## src/hdl/elst_pkg.sv

```systemverilog
// Shared constants, codes and types of the extent list scatter translator.
package elst_pkg;

	localparam int MAX_EXTENT_ENTRIES = 32;
	localparam int CNT_W = $clog2(MAX_EXTENT_ENTRIES + 1);
	localparam int IDX_W = (MAX_EXTENT_ENTRIES > 1) ? $clog2(MAX_EXTENT_ENTRIES) : 1;

	localparam int SPAN_W = 48;
	localparam int LG_W = SPAN_W + CNT_W;
	localparam int ADDR_W = 50;
	localparam int SECTOR_SHIFT = 9;

	localparam int QUEUE_DEPTH = 4;
	localparam int QPTR_W = $clog2(QUEUE_DEPTH);
	localparam int QCNT_W = $clog2(QUEUE_DEPTH + 1);

	localparam int CFG_IDX_W = 2;
	localparam logic [CFG_IDX_W-1:0] REG_ALLOC_BLOCK_BYTES = 2'd0;
	localparam logic [CFG_IDX_W-1:0] REG_ALLOC_AREA_START = 2'd1;
	localparam logic [CFG_IDX_W-1:0] REG_FORK_SIZE_BYTES = 2'd2;

	localparam logic [31:0] ALLOC_BLOCK_BYTES_RST = 32'd512;
	localparam logic [15:0] ALLOC_AREA_START_RST = 16'd0;
	localparam logic [31:0] FORK_SIZE_BYTES_RST = 32'd0;

	localparam logic [1:0] CMD_CLEAR = 2'd0;
	localparam logic [1:0] CMD_APPEND = 2'd1;
	localparam logic [1:0] CMD_XLATE = 2'd2;

	localparam logic [2:0] ST_PIECE = 3'd0;
	localparam logic [2:0] ST_RANGE = 3'd1;
	localparam logic [2:0] ST_SHORT = 3'd2;
	localparam logic [2:0] ST_DONE = 3'd3;
	localparam logic [2:0] ST_APPENDED = 3'd4;
	localparam logic [2:0] ST_FULL = 3'd5;
	localparam logic [2:0] ST_CLEARED = 3'd6;

	typedef enum logic [2:0] {
		K_CLEAR,
		K_APPEND,
		K_APPEND_NOP,
		K_REJECT,
		K_EMPTY,
		K_XLATE
	} kind_t;

	typedef struct packed {
		kind_t kind;
		logic [31:0] offset;
		logic [31:0] req_end;
		logic [15:0] first_block;
		logic [15:0] block_total;
	} desc_t;

endpackage

```

## src/hdl/elst_queue.sv

```systemverilog
// Descriptor queue between front end and walk engine.
module elst_queue import elst_pkg::*; (
	input logic clk,
	input logic arst_n,
	input logic push,
	input desc_t push_desc,
	output logic full,
	input logic pop,
	output desc_t pop_desc,
	output logic empty
);

	desc_t slots [QUEUE_DEPTH];
	logic [QPTR_W-1:0] wr_ptr_q;
	logic [QPTR_W-1:0] rd_ptr_q;
	logic [QCNT_W-1:0] fill_q;

	assign full = (fill_q == QCNT_W'(QUEUE_DEPTH));
	assign empty = (fill_q == '0);
	assign pop_desc = slots[rd_ptr_q];

	always_ff @(posedge clk) begin
		if (push)
			slots[wr_ptr_q] <= push_desc;
	end

	always_ff @(posedge clk or negedge arst_n) begin
		if (!arst_n) begin
			wr_ptr_q <= '0;
			rd_ptr_q <= '0;
			fill_q <= '0;
		end else begin
			if (push)
				wr_ptr_q <= wr_ptr_q + 1'b1;
			if (pop)
				rd_ptr_q <= rd_ptr_q + 1'b1;
			if (push && !pop)
				fill_q <= fill_q + 1'b1;
			else if (pop && !push)
				fill_q <= fill_q - 1'b1;
		end
	end

endmodule

```

## config.mk

```make
export PLATFORM = sky130hd
export DESIGN_NAME = elst_queue
export DESIGN_NICKNAME = d
export VERILOG_FILES = /design/src/hdl/elst_pkg.sv /design/src/hdl/elst_queue.sv
export SDC_FILE = /design/constraint.sdc
export NUM_CORES = 1
export LEC_CHECK = 0
export BUFFER_PORTS_ARGS = -buffer_cell sky130_fd_sc_hd__buf_2
export CORE_MARGIN = 3
export CORE_UTILIZATION = 45
export CTS_CLUSTER_DIAMETER = 80
export DETAILED_ROUTE_END_ITERATION = 6
export GPL_TIMING_DRIVEN = 0
export PLACE_DENSITY = 0.65
export REMOVE_ABC_BUFFERS = 1
export SYNTH_ARGS = -nofsm -noshare
export SYNTH_HDL_FRONTEND = slang
export SYNTH_SLANG_ARGS = --single-unit
```

## constraint.sdc

```tcl
create_clock -name clk -period 5.6 [get_ports clk]
set_clock_uncertainty 0.05 [all_clocks]
set_input_delay 0.56 -clock clk [delete_from_list [all_inputs] [get_ports clk]]
set_output_delay 0.56 -clock clk [all_outputs]
set_load 0.02 [all_outputs]
```

==> impl_metrics.py <==
metrics = {
    "status": {
        "status": "finished clean",
    },
    "drt": {
        "wl_um": 26730,
        "wl_met3_um": 1780,
        "wl_met1_um": 10770,
        "ant_nets": 0,
        "wire_per_inst_um": 21.30,
        "top_layer": "met5",
        "drtIter0Drc": 313,
        "num_vias": 6464,
        "vias_per_cell": 5.151,
        "met2_length_um": 13630,
        "drc": 0,
        "dr.pass1.iters": 4,
    },
    "pwr": {
        "ir_drop_mv": 0.4018,
        "power.total_mw": 9.712,
        "power_leakage_nw": 6.037,
        "powerDensity_nw_per_um2": 548.6,
    },
    "placed_design": {
        "gp_congestion": 0.7078,
        "port_buffers": 203,
        "numPlacedInstances": 1178,
        "hpwl_um": 16550,
    },
    "finish": {
        "fillers": 2400,
        "finish.utilization": 0.5553,
        "area.sequential_um2": 12070,
        "fin_nets": 896,
        "multi_input_area_um2": 2440,
        "syn2layout_area_growth_pct": 20.58,
        "num_antenna_cells": 0,
        "layout-drive-gt1-share": 0.4671,
        "instances_no_fill": 1255,
    },
    "setup_path": {
        "worstPathRequired_ns": 4.99,
        "reg2reg_depth": 5,
        "worstReg2RegStart": "wr_ptr_q[0]",
        "start_kind": "register",
        "critPathMaxFanout": 44,
        "critical_path.cell_chain": "buf_16 > mux4_2 > buf_2",
        "slowest_delay_ns": 0.84,
        "reg2reg_to": "slots[2][90]",
        "startpoint": "rd_ptr_q[0]",
        "end_kind": "primary output",
        "path_class": "register to primary output",
        "slowest_stage": "dfrtp_4",
        "arrival_ns": 2.52,
        "endpoint": "pop_desc[76]",
        "r2r_slack_ns": 3.50,
    },
    "timing": {
        "final.min_clock_period_ns": 3.134,
        "worst_hold_slack_ns": 0.1873,
        "worst_slew_pin_slew_ns": 0.6938,
        "maxSlewViolCount": 0,
        "fmax_ghz": 0.3191,
        "grt_setup_unrepaired": "no",
        "hold_viol_final": 0,
        "finalSetupViolCount": 0,
        "period_share": 0.5596,
        "fin_tns_setup_ns": 0,
        "slew_headroom": 0.5375,
    },
    "clock_tree": {
        "cts_root_buffer": "clkbuf_16",
        "htree_levels": 2,
        "path_clk_slew_ns": 0.06,
        "clkLatencyLatePin_ns": 0.52,
        "postCtsSetupRepairBufs": 0,
        "clock_path_buffers": 3,
        "cts_buffers": 41,
        "cts_tree": "built",
        "cts_sinks": 403,
    },
    "flow_run": {
        "drv_cap": 0,
    },
    "die": {
        "ioPinCount": 204,
        "coreArea_um2": 31880,
        "dieHeight_um": 186.6,
        "die-area_um2": 34830,
        "die_x_um": 186.6,
        "rows": 65,
        "start_util": 0.4606,
    },
    "global_route": {
        "grt_max_degree": 58,
        "gr-total-overflow": 0,
        "grt_pass1_wl_um": 42260,
        "grtUsageTotal": 0.1567,
        "antenna_found_initial": 4,
        "grt_pass1_vias": 7330,
    },
    "logic_synthesis": {
        "synthTopCellsByArea": "edfxtp_1 (81%), mux4_2 (15%), dfrtp_1 (1.2%), buf_6 (0.77%), ha_1 (0.43%)",
        "synth_top_area_frac": 0.8099,
        "seq_area_frac_synth": 0.8218,
        "syn_area_um2": 14680,
        "synth-warning-count": 0,
        "ys_seq_elements": 403,
        "postSynthAreaPerCell_um2": 26.65,
        "yosys.cell_types.count": 18,
        "netlist_instances": 551,
        "yosys.area.top_type": "edfxtp_1",
    },
    "hold_path": {
        "min_path_type": "input port to register",
        "hold_depth": 2,
    },
}
registers in the layout, indices dropped and copies added, names as in the netlist:
signal,cells
wr_ptr_q,2
fill_q,3
rd_ptr_q,2
slots,396
kinds of logic (layout without fill, tap and decap cells):
family / count (synthesis) / count (layout) / synth area share
flip-flops: 403 / 403 / 0.8218
adder cells (fa/ha/maj): 6 / 6 / 0.005624
multiplexers: 100 / 100 / 0.1526
AND/OR/NAND/NOR: 9 / 9 / 0.003323
XOR/XNOR: 6 / 6 / 0.003579
AO/OA/AOI/OAI: 1 / 1 / 0.0003405
buffers and inverters: 26 / 295 / 0.01270
layout by cell type (no fill, tap or decap), types with 3 or more instances in the layout:
master,count
clkinvlp_4,4
buf_2,203
clkbuf_1,6
edfxtp_1,396
inv_1,4
bufinv_16,3
dfrtp_1,5
clkbuf_16,43
ha_1,5
buf_16,9
clkinv_1,7
xor2_1,4
clkinv_2,11
and2_4,4
mux4_2,99
where the power goes:
part	total [mW]	internal (mW)	switching [mW]	leakage, nW
logic	2.91	1.25	1.65	1.68
registers	4.21	3.94	0.264	3.72
clock network	2.60	1.54	1.06	0.643
total	9.71	6.74	2.98	6.04
critical path: cells and delay by family (launching register included):
family	cells	cell delay, ns
mux	1	0.56
buf+inv	2	0.56
flops	1	0.84
worst min path at each step:
stage / from / slack, ns / to
global placement: arst_n / 0.34 / fill_q[2]
floorplan: arst_n / 0.21 / fill_q[0]
global route: push_desc[53] / 0.18 / slots[2][53]
CTS: pop / 0.16 / rd_ptr_q[0]
finish: pop / 0.19 / rd_ptr_q[0]
detailed placement: arst_n / 0.35 / fill_q[0]
cell type report:
type | instances | share of cell area
Multi-Input combinational cell | 122 | 0.1378
Clock inverter | 27 | 0.01237
Sequential cell | 403 | 0.6820
Inverter | 4 | 0.0008481
Timing Repair Buffer | 215 | 0.07420
Tap cell | 435 | 0.03074
Clock buffer | 49 | 0.06205
per-stage QoR:
stage                     setup WS, ns  area, µm²
after floorplan                 0.3695      14510
after global placement          -1.342      16070
after detailed placement         2.939      16380
after CTS                        2.349      17700
after global routing             2.268      17700
final                            2.466      17700
synth_stat cells, drive strengths merged:
cell type  instances
edfxtp           396
mux4              99
buf               21
dfrtp              7
ha                 5
and2               4
inv                4
xor2               4
nand2              2
xnor2              2
clkbuf             1
fa                 1
mux2               1
nor2               1
nor3               1
nor3b              1
o21ai              1
repair_timing:
item | in CTS | in global routing
hold buffers | 1 | 0
gates resized for setup | 0 | 0
hold endpoints to repair | 7 | 0
setup endpoints to repair | 0 | 0
per-layer routing:
metal  up-vias  GRT usage
met5         -          0
met4         8    0.04042
met3        42    0.04978
met2       179     0.2693
met1      3372     0.1947
li1       2863          -
(Power assumes the default switching activity.)
