**config.mk**
```make
export PLATFORM = sky130hd
export DESIGN_NAME = elst_front_flat
export DESIGN_NICKNAME = d
export VERILOG_FILES = /design/src/hdl/elst_pkg.sv /design/src/hdl/elst_in_if.sv /design/src/hdl/elst_front.sv /design/src/flat_wrapper.sv
export SDC_FILE = /design/constraint.sdc
export NUM_CORES = 1
export LEC_CHECK = 0
export ABC_AREA = 1
export BUFFER_PORTS_ARGS = -buffer_cell sky130_fd_sc_hd__buf_2
export CAP_MARGIN = 40
export CELL_PAD_IN_SITES_DETAIL_PLACEMENT = 1
export CELL_PAD_IN_SITES_GLOBAL_PLACEMENT = 1
export CORE_MARGIN = 5
export CORE_UTILIZATION = 33
export DETAILED_ROUTE_END_ITERATION = 8
export PLACE_DENSITY = 0.8
export SLEW_MARGIN = 20
export SYNTH_ARGS = -nofsm -noshare
export SYNTH_HDL_FRONTEND = slang
export SYNTH_SLANG_ARGS = --single-unit
```
**constraint.sdc**
```tcl
create_clock -name vclk -period 3.55
set_input_delay 0.1775 -clock vclk [all_inputs]
set_output_delay 0.1775 -clock vclk [all_outputs]
set_load 0.01 [all_outputs]
```
**src/hdl/elst_pkg.sv**
```systemverilog
// Shared constants, codes and types of the extent list scatter translator.
package elst_pkg;

	localparam int MAX_EXTENT_ENTRIES = 32;
	localparam int CNT_W = $clog2(MAX_EXTENT_ENTRIES + 1);
	localparam int IDX_W = (MAX_EXTENT_ENTRIES > 1) ? $clog2(MAX_EXTENT_ENTRIES) : 1;

	localparam int SPAN_W = 48;
	localparam int LG_W = SPAN_W + CNT_W;
	localparam int ADDR_W = 50;
	localparam int SECTOR_SHIFT = 9;

	localparam int QUEUE_DEPTH = 4;
	localparam int QPTR_W = $clog2(QUEUE_DEPTH);
	localparam int QCNT_W = $clog2(QUEUE_DEPTH + 1);

	localparam int CFG_IDX_W = 2;
	localparam logic [CFG_IDX_W-1:0] REG_ALLOC_BLOCK_BYTES = 2'd0;
	localparam logic [CFG_IDX_W-1:0] REG_ALLOC_AREA_START = 2'd1;
	localparam logic [CFG_IDX_W-1:0] REG_FORK_SIZE_BYTES = 2'd2;

	localparam logic [31:0] ALLOC_BLOCK_BYTES_RST = 32'd512;
	localparam logic [15:0] ALLOC_AREA_START_RST = 16'd0;
	localparam logic [31:0] FORK_SIZE_BYTES_RST = 32'd0;

	localparam logic [1:0] CMD_CLEAR = 2'd0;
	localparam logic [1:0] CMD_APPEND = 2'd1;
	localparam logic [1:0] CMD_XLATE = 2'd2;

	localparam logic [2:0] ST_PIECE = 3'd0;
	localparam logic [2:0] ST_RANGE = 3'd1;
	localparam logic [2:0] ST_SHORT = 3'd2;
	localparam logic [2:0] ST_DONE = 3'd3;
	localparam logic [2:0] ST_APPENDED = 3'd4;
	localparam logic [2:0] ST_FULL = 3'd5;
	localparam logic [2:0] ST_CLEARED = 3'd6;

	typedef enum logic [2:0] {
		K_CLEAR,
		K_APPEND,
		K_APPEND_NOP,
		K_REJECT,
		K_EMPTY,
		K_XLATE
	} kind_t;

	typedef struct packed {
		kind_t kind;
		logic [31:0] offset;
		logic [31:0] req_end;
		logic [15:0] first_block;
		logic [15:0] block_total;
	} desc_t;

endpackage

```
**src/hdl/elst_in_if.sv**
```systemverilog
// Command channel: valid/ready handshake with the command payload.
interface elst_in_if;
	logic valid;
	logic ready;
	logic [1:0] cmd;
	logic [31:0] logical_offset;
	logic [31:0] request_length;
	logic [15:0] extent_first_block;
	logic [15:0] extent_block_total;

	modport source (
		output valid, cmd, logical_offset, request_length, extent_first_block,
			extent_block_total,
		input ready
	);
	modport sink (
		input valid, cmd, logical_offset, request_length, extent_first_block,
			extent_block_total,
		output ready
	);
endinterface

```
**src/hdl/elst_front.sv**
```systemverilog
// Front end: takes command beats, range-checks translates and builds descriptors.
module elst_front import elst_pkg::*; (
	elst_in_if.sink req,
	input logic [31:0] fork_size_bytes,
	input logic q_full,
	output logic q_push,
	output desc_t q_desc
);

	logic [31:0] headroom;
	logic over;

	assign req.ready = !q_full;
	// unused command code is taken and dropped
	assign q_push = req.valid && !q_full &&
		(req.cmd == CMD_CLEAR || req.cmd == CMD_APPEND || req.cmd == CMD_XLATE);

	assign headroom = fork_size_bytes - req.logical_offset;
	assign over = (req.logical_offset > fork_size_bytes) || (req.request_length > headroom);

	always_comb begin
		q_desc.offset = req.logical_offset;
		q_desc.req_end = req.logical_offset + req.request_length;
		q_desc.first_block = req.extent_first_block;
		q_desc.block_total = req.extent_block_total;
		unique case (req.cmd)
			CMD_CLEAR: q_desc.kind = K_CLEAR;
			CMD_APPEND: q_desc.kind = (req.extent_block_total == 16'd0) ? K_APPEND_NOP : K_APPEND;
			CMD_XLATE: begin
				if (over)
					q_desc.kind = K_REJECT;
				else if (req.request_length == 32'd0)
					q_desc.kind = K_EMPTY;
				else
					q_desc.kind = K_XLATE;
			end
			default: q_desc.kind = K_CLEAR;
		endcase
	end

endmodule

```
**src/flat_wrapper.sv**
```systemverilog
// flat-port wrapper written by rule: the top's interface ports become plain ports
module elst_front_flat import elst_pkg::*;
  (fork_size_bytes, q_full, q_push, q_desc, req_valid, req_cmd, req_logical_offset, req_request_length, req_extent_first_block, req_extent_block_total, req_ready);
  elst_in_if req_i ();
  input logic [31:0] fork_size_bytes;
  input logic q_full;
  output logic q_push;
  output desc_t q_desc;
  input wire logic [$bits(req_i.valid)-1:0] req_valid;
  input wire logic [$bits(req_i.cmd)-1:0] req_cmd;
  input wire logic [$bits(req_i.logical_offset)-1:0] req_logical_offset;
  input wire logic [$bits(req_i.request_length)-1:0] req_request_length;
  input wire logic [$bits(req_i.extent_first_block)-1:0] req_extent_first_block;
  input wire logic [$bits(req_i.extent_block_total)-1:0] req_extent_block_total;
  output wire logic [$bits(req_i.ready)-1:0] req_ready;
  assign req_i.valid = req_valid;
  assign req_i.cmd = req_cmd;
  assign req_i.logical_offset = req_logical_offset;
  assign req_i.request_length = req_request_length;
  assign req_i.extent_first_block = req_extent_first_block;
  assign req_i.extent_block_total = req_extent_block_total;
  assign req_ready = req_i.ready;
  elst_front u_core (.req(req_i), .fork_size_bytes(fork_size_bytes), .q_full(q_full), .q_push(q_push), .q_desc(q_desc));
endmodule
```
==> results_dict.tcl <==
set metrics [dict create \
    top_layer "met4" \
    fin_crit_sh_pct 96.21 \
    drive_above_1_share_pct 35.80 \
    dp_cells 1244 \
    grt_first_pass_wirelength_um 33160 \
    tns_ns 0 \
    start_util_pct 33.55 \
    die-height_um 137.1 \
    yosys_warnings 0 \
    num_rows 46 \
    met2_length_um 11610 \
    crit_top_cell "nand2_1" \
    ir_drop_mv 0.06986 \
    grt_max_degree 6 \
    routed_wl_um 22940 \
    path_class "in -> out" \
    die_w_um 137.1 \
    p_leak_nw 3.458 \
    ant_nets 0 \
    antenna_cells 0 \
    first_iter_violations 348 \
    critPathMaxStageDelay_ns 0.32 \
    layout.cells.non_filler 1258 \
    slew_headroom_pct 67.82 \
    syn_to_final_growth_pct 28.90 \
    pin_count 233 \
    period_minus_slack_ns 3.416 \
    rsz0062_at_grt "true" \
    end_kind "primary output" \
    worst_slew_pin_slew_ns 0.4790 \
    wl_per_cell_um 18.23 \
    startpoint_type "input port" \
    ys_types 36 \
    m1WireLength_um 9849 \
    synthesis.nets 1117 \
    via_per_inst 5.161 \
    clkbuf_count 0 \
    dpl.hpwl_um 19660 \
    final_cell_mix "buf_2 (197), nand2_1 (163), inv_1 (103)" \
    layout_commonest_cell "buf_2" \
    synth_area_um2 5329 \
    drcViolationCount 0 \
    outcome "completed" \
    critPathLaunch "req_logical_offset[4]" \
    cts.hold.buffers_added 0 \
    grt-ovfl-total 0 \
    synth_area_per_cell_um2 6.021 \
    crit_end "q_desc[97]" \
    dr.pass1.iters 4 \
    cp.arrival_ns 3.24 \
    path_cells "buf_4 > inv_1 > ha_4 > a21oi_4 > o21ai_2 > o21ai_2 > nand2_2 > buf_4 > nand2_1 > o211ai_1 > xor2_1 > ha_1 > nand4_1 > nor2_2 > nand2_2 > nor2_2 > nand2_1 > nand2_1 > o21bai_1 > nand2_1 > nand2_2 > a21oi_2 > buf_2" \
    portBuffers 201 \
    yosysSeqAreaShare_pct 0 \
    slew_violations 0 \
    synthCells 885 \
    wl_met3_um 1007 \
    fmax_mhz 292.8 \
    crit_required_ns 3.37 \
    num_vias 6492 \
    antenna_found_initial 0 \
    path_max_fanout 4 \
    hold_viol_final 0 \
    gp_congestion 0.9461 \
    track_usage_pct 21.83 \
    hp-class "in -> out" \
    seq_cells 0 \
    cpMaxStageDelayCell "ha_1" \
    grt_pass1_vias 6625 \
    maxCapViolations 0 \
    setup_viol 0 \
    die_area_um2 18790 \
    register_area_um2 0 \
    core_area_um2 15890 \
    power_density_nw_per_um2 211.5 \
    nets 1276 \
]
repair_timing:
action | CTS | global route
buffers inserted | 0 | 14
endpoints found under the setup margin | 0 | 3
gates resized for setup | 0 | 139
cell type report:
| type | instances | area, µm² |
|---|---|---|
| timing repair buffer | 221 | 1177 |
| multi-input combinational | 712 | 5010 |
| fill | 2189 | 9016 |
| tap | 216 | 270.3 |
| inverter | 109 | 411.6 |
cell families after synthesis:
| group | count (synthesis) | synth area share [%] |
|---|---|---|
| buffers and inverters | 173 | 16.69 |
| AO/OA/AOI/OAI | 185 | 19.91 |
| AND/OR/NAND/NOR | 374 | 30.78 |
| adder cells (fa/ha/maj) | 100 | 23.76 |
| XOR/XNOR | 53 | 8.852 |
report_power, final:
part / switching (mW) / internal (mW)
registers: 0 / 0
logic: 0.874 / 0.578
clock network: 0 / 0
stage by stage:
stage                     util, %  worst slack, ns  hold WS [ns]  total power, mW  instance area [µm²]
final                       43.24           0.1345        0.3550            1.453                 6869
after global routing        43.24          -0.1170        0.3550            1.603                 6869
after CTS                   38.84          0.05153        0.3551            1.280                 6170
after detailed placement    38.84          0.05731        0.3551            1.274                 6170
after global placement      38.84           0.1222        0.3551            1.240                 6170
after floorplan                 -           0.5462        0.4060           0.8682                 5329
worst min path at each step:
stage                              start    endpoint  slack, ns  cells past startpoint
2_1_floorplan                     q_full   req_ready       0.41                      1
3_3_place_gp   req_extent_first_block[4]  q_desc[20]       0.36                      0
3_5_place_dp   req_extent_first_block[4]  q_desc[20]       0.36                      0
4_1_cts        req_extent_first_block[4]  q_desc[20]       0.36                      0
5_1_grt        req_extent_first_block[7]  q_desc[23]       0.36                      0
6_report       req_extent_first_block[1]  q_desc[17]       0.36                      0
layer usage:
metal / GRT usage [%] / vias up
li1: - / 3213
met1: 28.33 / 3086
met2: 40.08 / 168
met3: 1.360 / 25
met4: 3.603 / 0
met5: 0 / -
critical path, delay by kind of cell:
family          cells  cell delay, ns
xor+xnor            1            0.22
buf+inv             4            0.49
compound gates      6            0.77
fa+ha+maj           2            0.55
simple gates       10            1.02
synthesized netlist by cell type, drive strengths merged:
| cell type | number | area [µm²] |
|---|---|---|
| o21a | 4 | 30.03 |
| xnor2 | 22 | 192.7 |
| a21oi | 99 | 521.8 |
| ha | 98 | 1226 |
| nand4 | 8 | 50.05 |
| buf | 64 | 480.5 |
| nand2 | 197 | 779.5 |
| and3 | 1 | 6.260 |
| nand3b | 1 | 7.510 |
| nor4 | 15 | 106.4 |
| o21ai | 51 | 281.5 |
| nand3 | 28 | 155.2 |
| a31oi | 5 | 31.28 |
| fa | 2 | 40.04 |
| inv | 109 | 409.2 |
| and2 | 1 | 6.260 |
| o211ai | 5 | 37.54 |
| a21o | 15 | 113.9 |
| nor3 | 20 | 115.1 |
| nor2 | 103 | 414.2 |
| xor2 | 31 | 279.0 |
| o21bai | 4 | 30.03 |
| a21boi | 2 | 15.01 |
Power figures use the tool's default switching activity.
