### src/hdl/elst_pkg.sv
// Shared constants, codes and types of the extent list scatter translator.
package elst_pkg;

	localparam int MAX_EXTENT_ENTRIES = 32;
	localparam int CNT_W = $clog2(MAX_EXTENT_ENTRIES + 1);
	localparam int IDX_W = (MAX_EXTENT_ENTRIES > 1) ? $clog2(MAX_EXTENT_ENTRIES) : 1;

	localparam int SPAN_W = 48;
	localparam int LG_W = SPAN_W + CNT_W;
	localparam int ADDR_W = 50;
	localparam int SECTOR_SHIFT = 9;

	localparam int QUEUE_DEPTH = 4;
	localparam int QPTR_W = $clog2(QUEUE_DEPTH);
	localparam int QCNT_W = $clog2(QUEUE_DEPTH + 1);

	localparam int CFG_IDX_W = 2;
	localparam logic [CFG_IDX_W-1:0] REG_ALLOC_BLOCK_BYTES = 2'd0;
	localparam logic [CFG_IDX_W-1:0] REG_ALLOC_AREA_START = 2'd1;
	localparam logic [CFG_IDX_W-1:0] REG_FORK_SIZE_BYTES = 2'd2;

	localparam logic [31:0] ALLOC_BLOCK_BYTES_RST = 32'd512;
	localparam logic [15:0] ALLOC_AREA_START_RST = 16'd0;
	localparam logic [31:0] FORK_SIZE_BYTES_RST = 32'd0;

	localparam logic [1:0] CMD_CLEAR = 2'd0;
	localparam logic [1:0] CMD_APPEND = 2'd1;
	localparam logic [1:0] CMD_XLATE = 2'd2;

	localparam logic [2:0] ST_PIECE = 3'd0;
	localparam logic [2:0] ST_RANGE = 3'd1;
	localparam logic [2:0] ST_SHORT = 3'd2;
	localparam logic [2:0] ST_DONE = 3'd3;
	localparam logic [2:0] ST_APPENDED = 3'd4;
	localparam logic [2:0] ST_FULL = 3'd5;
	localparam logic [2:0] ST_CLEARED = 3'd6;

	typedef enum logic [2:0] {
		K_CLEAR,
		K_APPEND,
		K_APPEND_NOP,
		K_REJECT,
		K_EMPTY,
		K_XLATE
	} kind_t;

	typedef struct packed {
		kind_t kind;
		logic [31:0] offset;
		logic [31:0] req_end;
		logic [15:0] first_block;
		logic [15:0] block_total;
	} desc_t;

endpackage

### src/hdl/elst_out_if.sv
// Result channel: valid/ready handshake with the result payload.
interface elst_out_if;
	logic valid;
	logic ready;
	logic [2:0] status;
	logic [49:0] physical_address;
	logic [31:0] piece_length;
	logic last;

	modport source (
		output valid, status, physical_address, piece_length, last,
		input ready
	);
	modport sink (
		input valid, status, physical_address, piece_length, last,
		output ready
	);
endinterface

### src/hdl/elst_back.sv
// Walk engine: extent table, table walk pipeline and result register.
module elst_back import elst_pkg::*; (
	input logic clk,
	input logic arst_n,
	input desc_t q_desc,
	input logic q_empty,
	output logic q_pop,
	input logic [31:0] alloc_block_bytes,
	input logic [15:0] alloc_area_start,
	elst_out_if.source rsp
);

	typedef enum logic [2:0] {
		S_IDLE = 3'b001,
		S_WALK = 3'b010,
		S_CLOSE = 3'b100
	} state_t;

	state_t state_q;
	logic [CNT_W-1:0] cnt_q;
	logic [CNT_W-1:0] rd_q;
	logic [31:0] table_mem [MAX_EXTENT_ENTRIES];

	logic [31:0] ent_s1;
	logic v_s1;
	logic [SPAN_W-1:0] span_s2;
	logic [SPAN_W-1:0] fpart_s2;
	logic v_s2;
	logic [LG_W-1:0] lg_q;
	logic [LG_W-1:0] end_s3;
	logic [LG_W-1:0] lg_s3;
	logic [ADDR_W-1:0] bml_s3;
	logic v_s3;

	logic [31:0] offset_q;
	logic [31:0] req_end_q;
	logic [31:0] pos_q;

	logic out_vld_q;
	logic [2:0] status_q;
	logic [ADDR_W-1:0] addr_q;
	logic [31:0] len_q;
	logic last_q;

	logic adv;
	logic issue;
	logic exhausted;
	logic table_full;
	logic skip;
	logic piece;
	logic fit;
	logic [31:0] take;
	logic [31:0] pos_nx;

	logic emit;
	logic [2:0] emit_status;
	logic [ADDR_W-1:0] emit_addr;
	logic [31:0] emit_len;
	logic emit_last;

	assign adv = !out_vld_q || rsp.ready;
	assign q_pop = (state_q == S_IDLE) && !q_empty && adv;
	assign issue = (state_q == S_WALK) && adv && (rd_q != cnt_q);
	assign exhausted = (state_q == S_WALK) && (rd_q == cnt_q) && !v_s1 && !v_s2 && !v_s3;
	assign table_full = (cnt_q == CNT_W'(MAX_EXTENT_ENTRIES));

	// Once a piece has been taken, pos sits on the start of the next extent,
	// so pos never passes end here and end - pos is the bytes left in it.
	assign skip = (LG_W'(offset_q) >= end_s3) || (LG_W'(pos_q) < lg_s3);
	assign piece = !skip && (end_s3 != LG_W'(pos_q));
	assign fit = (LG_W'(req_end_q) <= end_s3);
	assign take = fit ? (req_end_q - pos_q) : (end_s3[31:0] - pos_q);
	assign pos_nx = fit ? req_end_q : end_s3[31:0];

	always_comb begin
		emit = 1'b0;
		emit_status = ST_PIECE;
		emit_addr = '0;
		emit_len = '0;
		emit_last = 1'b1;
		unique case (state_q)
			S_IDLE: begin
				if (!q_empty) begin
					emit = 1'b1;
					case (q_desc.kind)
						K_CLEAR: emit_status = ST_CLEARED;
						K_APPEND: emit_status = table_full ? ST_FULL : ST_APPENDED;
						K_APPEND_NOP: emit_status = ST_APPENDED;
						K_REJECT: emit_status = ST_RANGE;
						K_EMPTY: emit_status = ST_DONE;
						default: emit = 1'b0;
					endcase
				end
			end
			S_WALK: begin
				emit = v_s3 && piece;
				emit_status = ST_PIECE;
				emit_addr = bml_s3 + ADDR_W'(pos_q);
				emit_len = take;
				emit_last = 1'b0;
			end
			S_CLOSE: begin
				emit = 1'b1;
				emit_status = (pos_q == req_end_q) ? ST_DONE : ST_SHORT;
			end
			default: emit = 1'b0;
		endcase
	end

	always_ff @(posedge clk) begin
		if (q_pop && q_desc.kind == K_APPEND && !table_full)
			table_mem[cnt_q[IDX_W-1:0]] <= {q_desc.first_block, q_desc.block_total};
		if (issue)
			ent_s1 <= table_mem[rd_q[IDX_W-1:0]];
	end

	always_ff @(posedge clk) begin
		if (adv) begin
			span_s2 <= SPAN_W'(ent_s1[15:0]) * SPAN_W'(alloc_block_bytes);
			fpart_s2 <= SPAN_W'(ent_s1[31:16]) * SPAN_W'(alloc_block_bytes);
			end_s3 <= lg_q + LG_W'(span_s2);
			lg_s3 <= lg_q;
			// area base plus extent base, minus the extent's logical start
			bml_s3 <= ADDR_W'({alloc_area_start, {SECTOR_SHIFT{1'b0}}}) + ADDR_W'(fpart_s2)
				- ADDR_W'(lg_q);
		end
	end

	always_ff @(posedge clk or negedge arst_n) begin
		if (!arst_n) begin
			state_q <= S_IDLE;
			cnt_q <= '0;
			rd_q <= '0;
			v_s1 <= 1'b0;
			v_s2 <= 1'b0;
			v_s3 <= 1'b0;
			lg_q <= '0;
			offset_q <= '0;
			req_end_q <= '0;
			pos_q <= '0;
		end else if (adv) begin
			unique case (state_q)
				S_IDLE: begin
					if (!q_empty) begin
						case (q_desc.kind)
							K_CLEAR: cnt_q <= '0;
							K_APPEND: begin
								if (!table_full)
									cnt_q <= cnt_q + 1'b1;
							end
							K_XLATE: begin
								state_q <= S_WALK;
								rd_q <= '0;
								lg_q <= '0;
								v_s1 <= 1'b0;
								v_s2 <= 1'b0;
								v_s3 <= 1'b0;
								offset_q <= q_desc.offset;
								req_end_q <= q_desc.req_end;
								pos_q <= q_desc.offset;
							end
							default: state_q <= S_IDLE;
						endcase
					end
				end
				S_WALK: begin
					if (issue)
						rd_q <= rd_q + 1'b1;
					if (v_s2)
						lg_q <= lg_q + LG_W'(span_s2);
					if (v_s3 && piece)
						pos_q <= pos_nx;
					if (v_s3 && piece && fit) begin
						state_q <= S_CLOSE;
						v_s1 <= 1'b0;
						v_s2 <= 1'b0;
						v_s3 <= 1'b0;
					end else begin
						v_s1 <= issue;
						v_s2 <= v_s1;
						v_s3 <= v_s2;
						if (exhausted)
							state_q <= S_CLOSE;
					end
				end
				S_CLOSE: state_q <= S_IDLE;
				default: state_q <= S_IDLE;
			endcase
		end
	end

	always_ff @(posedge clk or negedge arst_n) begin
		if (!arst_n)
			out_vld_q <= 1'b0;
		else if (adv)
			out_vld_q <= emit;
	end

	always_ff @(posedge clk) begin
		if (adv && emit) begin
			status_q <= emit_status;
			addr_q <= emit_addr;
			len_q <= emit_len;
			last_q <= emit_last;
		end
	end

	assign rsp.valid = out_vld_q;
	assign rsp.status = status_q;
	assign rsp.physical_address = addr_q;
	assign rsp.piece_length = len_q;
	assign rsp.last = last_q;

endmodule

### src/flat_wrapper.sv
// flat-port wrapper written by rule: the top's interface ports become plain ports
module elst_back_flat import elst_pkg::*;
  (clk, arst_n, q_desc, q_empty, q_pop, alloc_block_bytes, alloc_area_start, rsp_valid, rsp_status, rsp_physical_address, rsp_piece_length, rsp_last, rsp_ready);
  elst_out_if rsp_i ();
  input logic clk;
  input logic arst_n;
  input desc_t q_desc;
  input logic q_empty;
  output logic q_pop;
  input logic [31:0] alloc_block_bytes;
  input logic [15:0] alloc_area_start;
  output wire logic [$bits(rsp_i.valid)-1:0] rsp_valid;
  output wire logic [$bits(rsp_i.status)-1:0] rsp_status;
  output wire logic [$bits(rsp_i.physical_address)-1:0] rsp_physical_address;
  output wire logic [$bits(rsp_i.piece_length)-1:0] rsp_piece_length;
  output wire logic [$bits(rsp_i.last)-1:0] rsp_last;
  input wire logic [$bits(rsp_i.ready)-1:0] rsp_ready;
  assign rsp_valid = rsp_i.valid;
  assign rsp_status = rsp_i.status;
  assign rsp_physical_address = rsp_i.physical_address;
  assign rsp_piece_length = rsp_i.piece_length;
  assign rsp_last = rsp_i.last;
  assign rsp_i.ready = rsp_ready;
  elst_back u_core (.clk(clk), .arst_n(arst_n), .q_desc(q_desc), .q_empty(q_empty), .q_pop(q_pop), .alloc_block_bytes(alloc_block_bytes), .alloc_area_start(alloc_area_start), .rsp(rsp_i));
endmodule
### config.mk
export PLATFORM = sky130hd
export DESIGN_NAME = elst_back_flat
export DESIGN_NICKNAME = d
export VERILOG_FILES = /design/src/hdl/elst_pkg.sv /design/src/hdl/elst_out_if.sv /design/src/hdl/elst_back.sv /design/src/flat_wrapper.sv
export SDC_FILE = /design/constraint.sdc
export NUM_CORES = 2
export LEC_CHECK = 0
export BUFFER_PORTS_ARGS = -buffer_cell sky130_fd_sc_hd__buf_2
export CAP_MARGIN = 20
export CORE_MARGIN = 5
export CORE_UTILIZATION = 58
export CTS_BUF_LIST = sky130_fd_sc_hd__clkbuf_8
export DETAILED_ROUTE_END_ITERATION = 8
export PLACE_DENSITY_LB_ADDON = 0.25
export SKIP_CTS_REPAIR_TIMING = 1
export SYNTH_ARGS = -nofsm -noshare
export SYNTH_HDL_FRONTEND = slang
export SYNTH_SLANG_ARGS = --single-unit
### constraint.sdc
create_clock -name clk -period 16.9 [get_ports clk]
set_clock_uncertainty 0.15 [all_clocks]
set_input_delay 1.69 -clock clk [delete_from_list [all_inputs] [get_ports clk]]
set_output_delay 1.69 -clock clk [all_outputs]
set_load 0.1 [all_outputs]
==> out/metrics.csv <==
metric;value;unit
CTS clk-pin slew, worst paths;0.06;ns
gp weighted congestion;0.9515;
TritonCTS Buffers;277;
Pleak;0.04606;uW
highest routed layer;met5;
Netlist cell types;97;
power per cell area;170.6;nW/um^2
f_max;0.1176;GHz
Hold Crit Class;reg2reg;
met3 wire len;30150;um
wire length of the first global-routing pass;427600;um
RSZ-0062 raised after global routing;no;
DP Area;107700;um^2
FF+latch count, synth;1565;
CP endpoint kind;flip-flop;
largest net degree at the start of global routing;132;
Starting Density;58.27;%
final worst hold slack;0.3551;ns
row count;155;
CTS H-Tree Depth;5;
Port Buffer Count;238;
Synthesized Nets;9878;
CTS tree;built;
IO Count;239;
Die Wd;433.1;um
WL met2;125900;um
final setup TNS;0;ns
main flop type after synthesis;edfxtp_1;
CTS Buffer Depth;4;
Hold Vio Cnt, Final;0;
final antenna-violating net count;0;
Finished Cell Area;112800;um^2
post-layout minimum cycle time;8.505;ns
Worst Path Arrival;9.10;ns
final net count;10130;
crit start category;input port;
gr ovfl total;0;
Worst VDD drop;0.0002627;V
Worst EP required;17.49;ns
Mapped Cells;8338;
fin util;63.29;%
clk sinks;1565;
Seq/Total Area, Yosys;44.44;%
met1 wire length;115600;um
HPWL Detailed;193400;um
# setup viols final;0;
Core Region;178200;um^2
DRC Markers;0;
Die ar.;187600;um^2
Die Height;433.1;um
Area Growth Syn to Fin;8.620;%
vias after detailed routing;67790;
status;finished clean;
Clock Tree Root;clkbuf_8;
Avg Synthesized Cell Area;12.45;um^2
DR iter-0 viols;6938;
WL per Instance;25.29;um
router iterations before antenna repair;6;
Worst-Margin Slew;1.193;ns
filler cell count;13410;
Slew HR;19.77;%
initial antenna violation count;25;
Slew Viols, Final;0;
vias in the first global route;69840;
clock latency reported for the late side of the worst-skew pair;1.06;ns
synth warn;0;
vias per inst;6.078;
all-layer global routing usage;30.41;%
final wirelength;282100;um
asr flop ratio synth;10.80;%
Setup Crit Path Kind;in2reg;
Period Utilization, post-route;50.32;%
max_cap viols;0;
share of layout cells above drive strength 1;13.94;%
EDFF count, synth;1396;
post-synthesis cell area;103800;um^2
crit-path max FO;32;
==> through the flow <==
step                instances  power [uW]  setup slack [ns]
floorplan                8338       12500             7.467
global placement        10670       15600             7.767
finish                  11150       19240             8.395
global route            11150       20660             8.056
detailed placement      10670       15760             7.562
CTS                     11140       19090             8.664
==> path summary, 6_finish.rpt <==
| path | start | end | slack [ns] | depth (start not counted) |
|---|---|---|---|---|
| setup / recovery | alloc_block_bytes[7] | u_core.fpart_s2[45]$_DFFE_PN_ | 8.40 | 24 |
| hold / removal | u_core.lg_q[8]$_DFFE_PN0P_ | u_core.lg_s3[8]$_DFFE_PN_ | 0.36 | 0 |
| setup reg to reg | u_core.ent_s1[23]$_DFFE_PP_ | u_core.fpart_s2[45]$_DFFE_PN_ | 8.99 | 24 |
| hold reg to reg | u_core.lg_q[8]$_DFFE_PN0P_ | u_core.lg_s3[8]$_DFFE_PN_ | 0.36 | 0 |
| max in group asynchronous | arst_n | u_core.lg_q[25]$_DFFE_PN0P_ | 14.81 | 2 |
| min in group asynchronous | arst_n | u_core.offset_q[6]$_DFFE_PN0P_ | 0.50 | 1 |
==> Yosys cell counts (all sizes together) (9+ instances only) <==
cell type  number  share of area (%)
nor3           50               0.24
mux4          320                6.9
nand2         864                3.1
a211oi         39               0.29
a21oi         324                1.6
or3            20               0.12
mux2i           9              0.087
or2            11              0.066
a22o           17               0.14
nand4          52               0.31
o2111ai         9              0.076
fa            842                 16
o21ai         213                1.0
o31ai          26               0.20
a31oi          32               0.19
buf            44               0.18
clkbuf        323                1.2
a221oi         11              0.093
xnor2         183                1.5
nor2          260               0.94
dfrtp         168                4.0
or4            14               0.10
a2111oi        11               0.10
a21boi         12              0.087
mux2          126                1.4
o31a           17               0.14
ha            547                6.6
a211o          11              0.093
nor4           15              0.096
o22ai           9              0.054
o21bai         32               0.23
a21o          180                1.3
o41ai          11               0.15
and2          448                2.7
and3           64               0.39
nand3         163               0.79
nor2b          54               0.33
edfxtp       1396                 40
and4           11              0.093
o21a           43               0.31
xor2          116               0.98
inv          1095                4.0
nand2b         44               0.27
o211ai         20               0.14
==> power breakdown <==
| group | switching, uW | internal [uW] |
|---|---|---|
| combinational | 6590 | 3950 |
| sequential | 409 | 5010 |
| clock | 1510 | 1770 |
| total | 8510 | 10700 |
==> cells by family after synthesis <==
group | share of synthesized area [%]
mux | 8.393
fa+ha+maj | 22.82
compound gates | 6.742
simple gates | 9.774
buf+inv | 5.305
xor+xnor | 2.522
flops | 44.44
==> worst max-delay path: stages <==
cell and delay, ns:
buf_2 0.61, nand2_1 0.19, fa_1 0.59, inv_1 0.06
fa_1 0.50, inv_1 0.06, fa_1 0.54, inv_1 0.06
fa_1 0.46, fa_1 0.49, inv_1 0.05, fa_1 0.47
inv_1 0.04, ha_1 0.37, a21oi_1 0.23, o21ai_0 0.18
a22oi_1 0.26, nand2_1 0.19, a31oi_1 0.41, o21ai_1 0.22
a31oi_1 0.69, nor3_1 0.22, a311oi_1 0.39, xnor2_1 0.13
==> layer usage <==
metal	track usage (%)	vias to the layer above
met5	0	-
met1	43.41	34240
li1	-	29440
met4	10.51	6
met3	7.698	552
met2	46.05	3561
==> layout make-up <==
class                           count  area (um^2)  share of cell area [%]
Clock buffer                      291         4005                   3.551
Timing Repair Buffer              341         1971                   1.747
Clock inverter                    184         1097                  0.9728
Inverter                         1095         4120                   3.653
Sequential cell                  1565        46170                   40.93
Antenna cell                       11        27.53                 0.02440
Tap cell                         2355         2947                   2.612
Multi-Input combinational cell   5311        52460                   46.51
==> sequential cells by signal, indices dropped and copies added, names as in the netlist, 48 cells and up <==
signal,count
u_core.end_s3,54
u_core.rsp.physical_address,50
u_core.bml_s3,50
u_core.fpart_s2,48
u_core.span_s2,48
u_core.table_mem,1024
u_core.lg_s3,54
u_core.lg_q,54
==> placed cells by master, fill, tap and decap left out, drive strengths merged, types with 52 or more instances in the layout <==
cell and count:
edfxtp 1396, mux4 320, nor2 260, clkinv 98
ha 547, clkbuf 291, mux2 126, xor2 116
nand3 163, a21o 180, fa 842, nand2 864
a21oi 324, dfrtp 168, nor2b 54, inv 1160
o21ai 213, and2 448, nand4 52, and3 64
xnor2 183, buf 341
(Power assumes the default switching activity.)
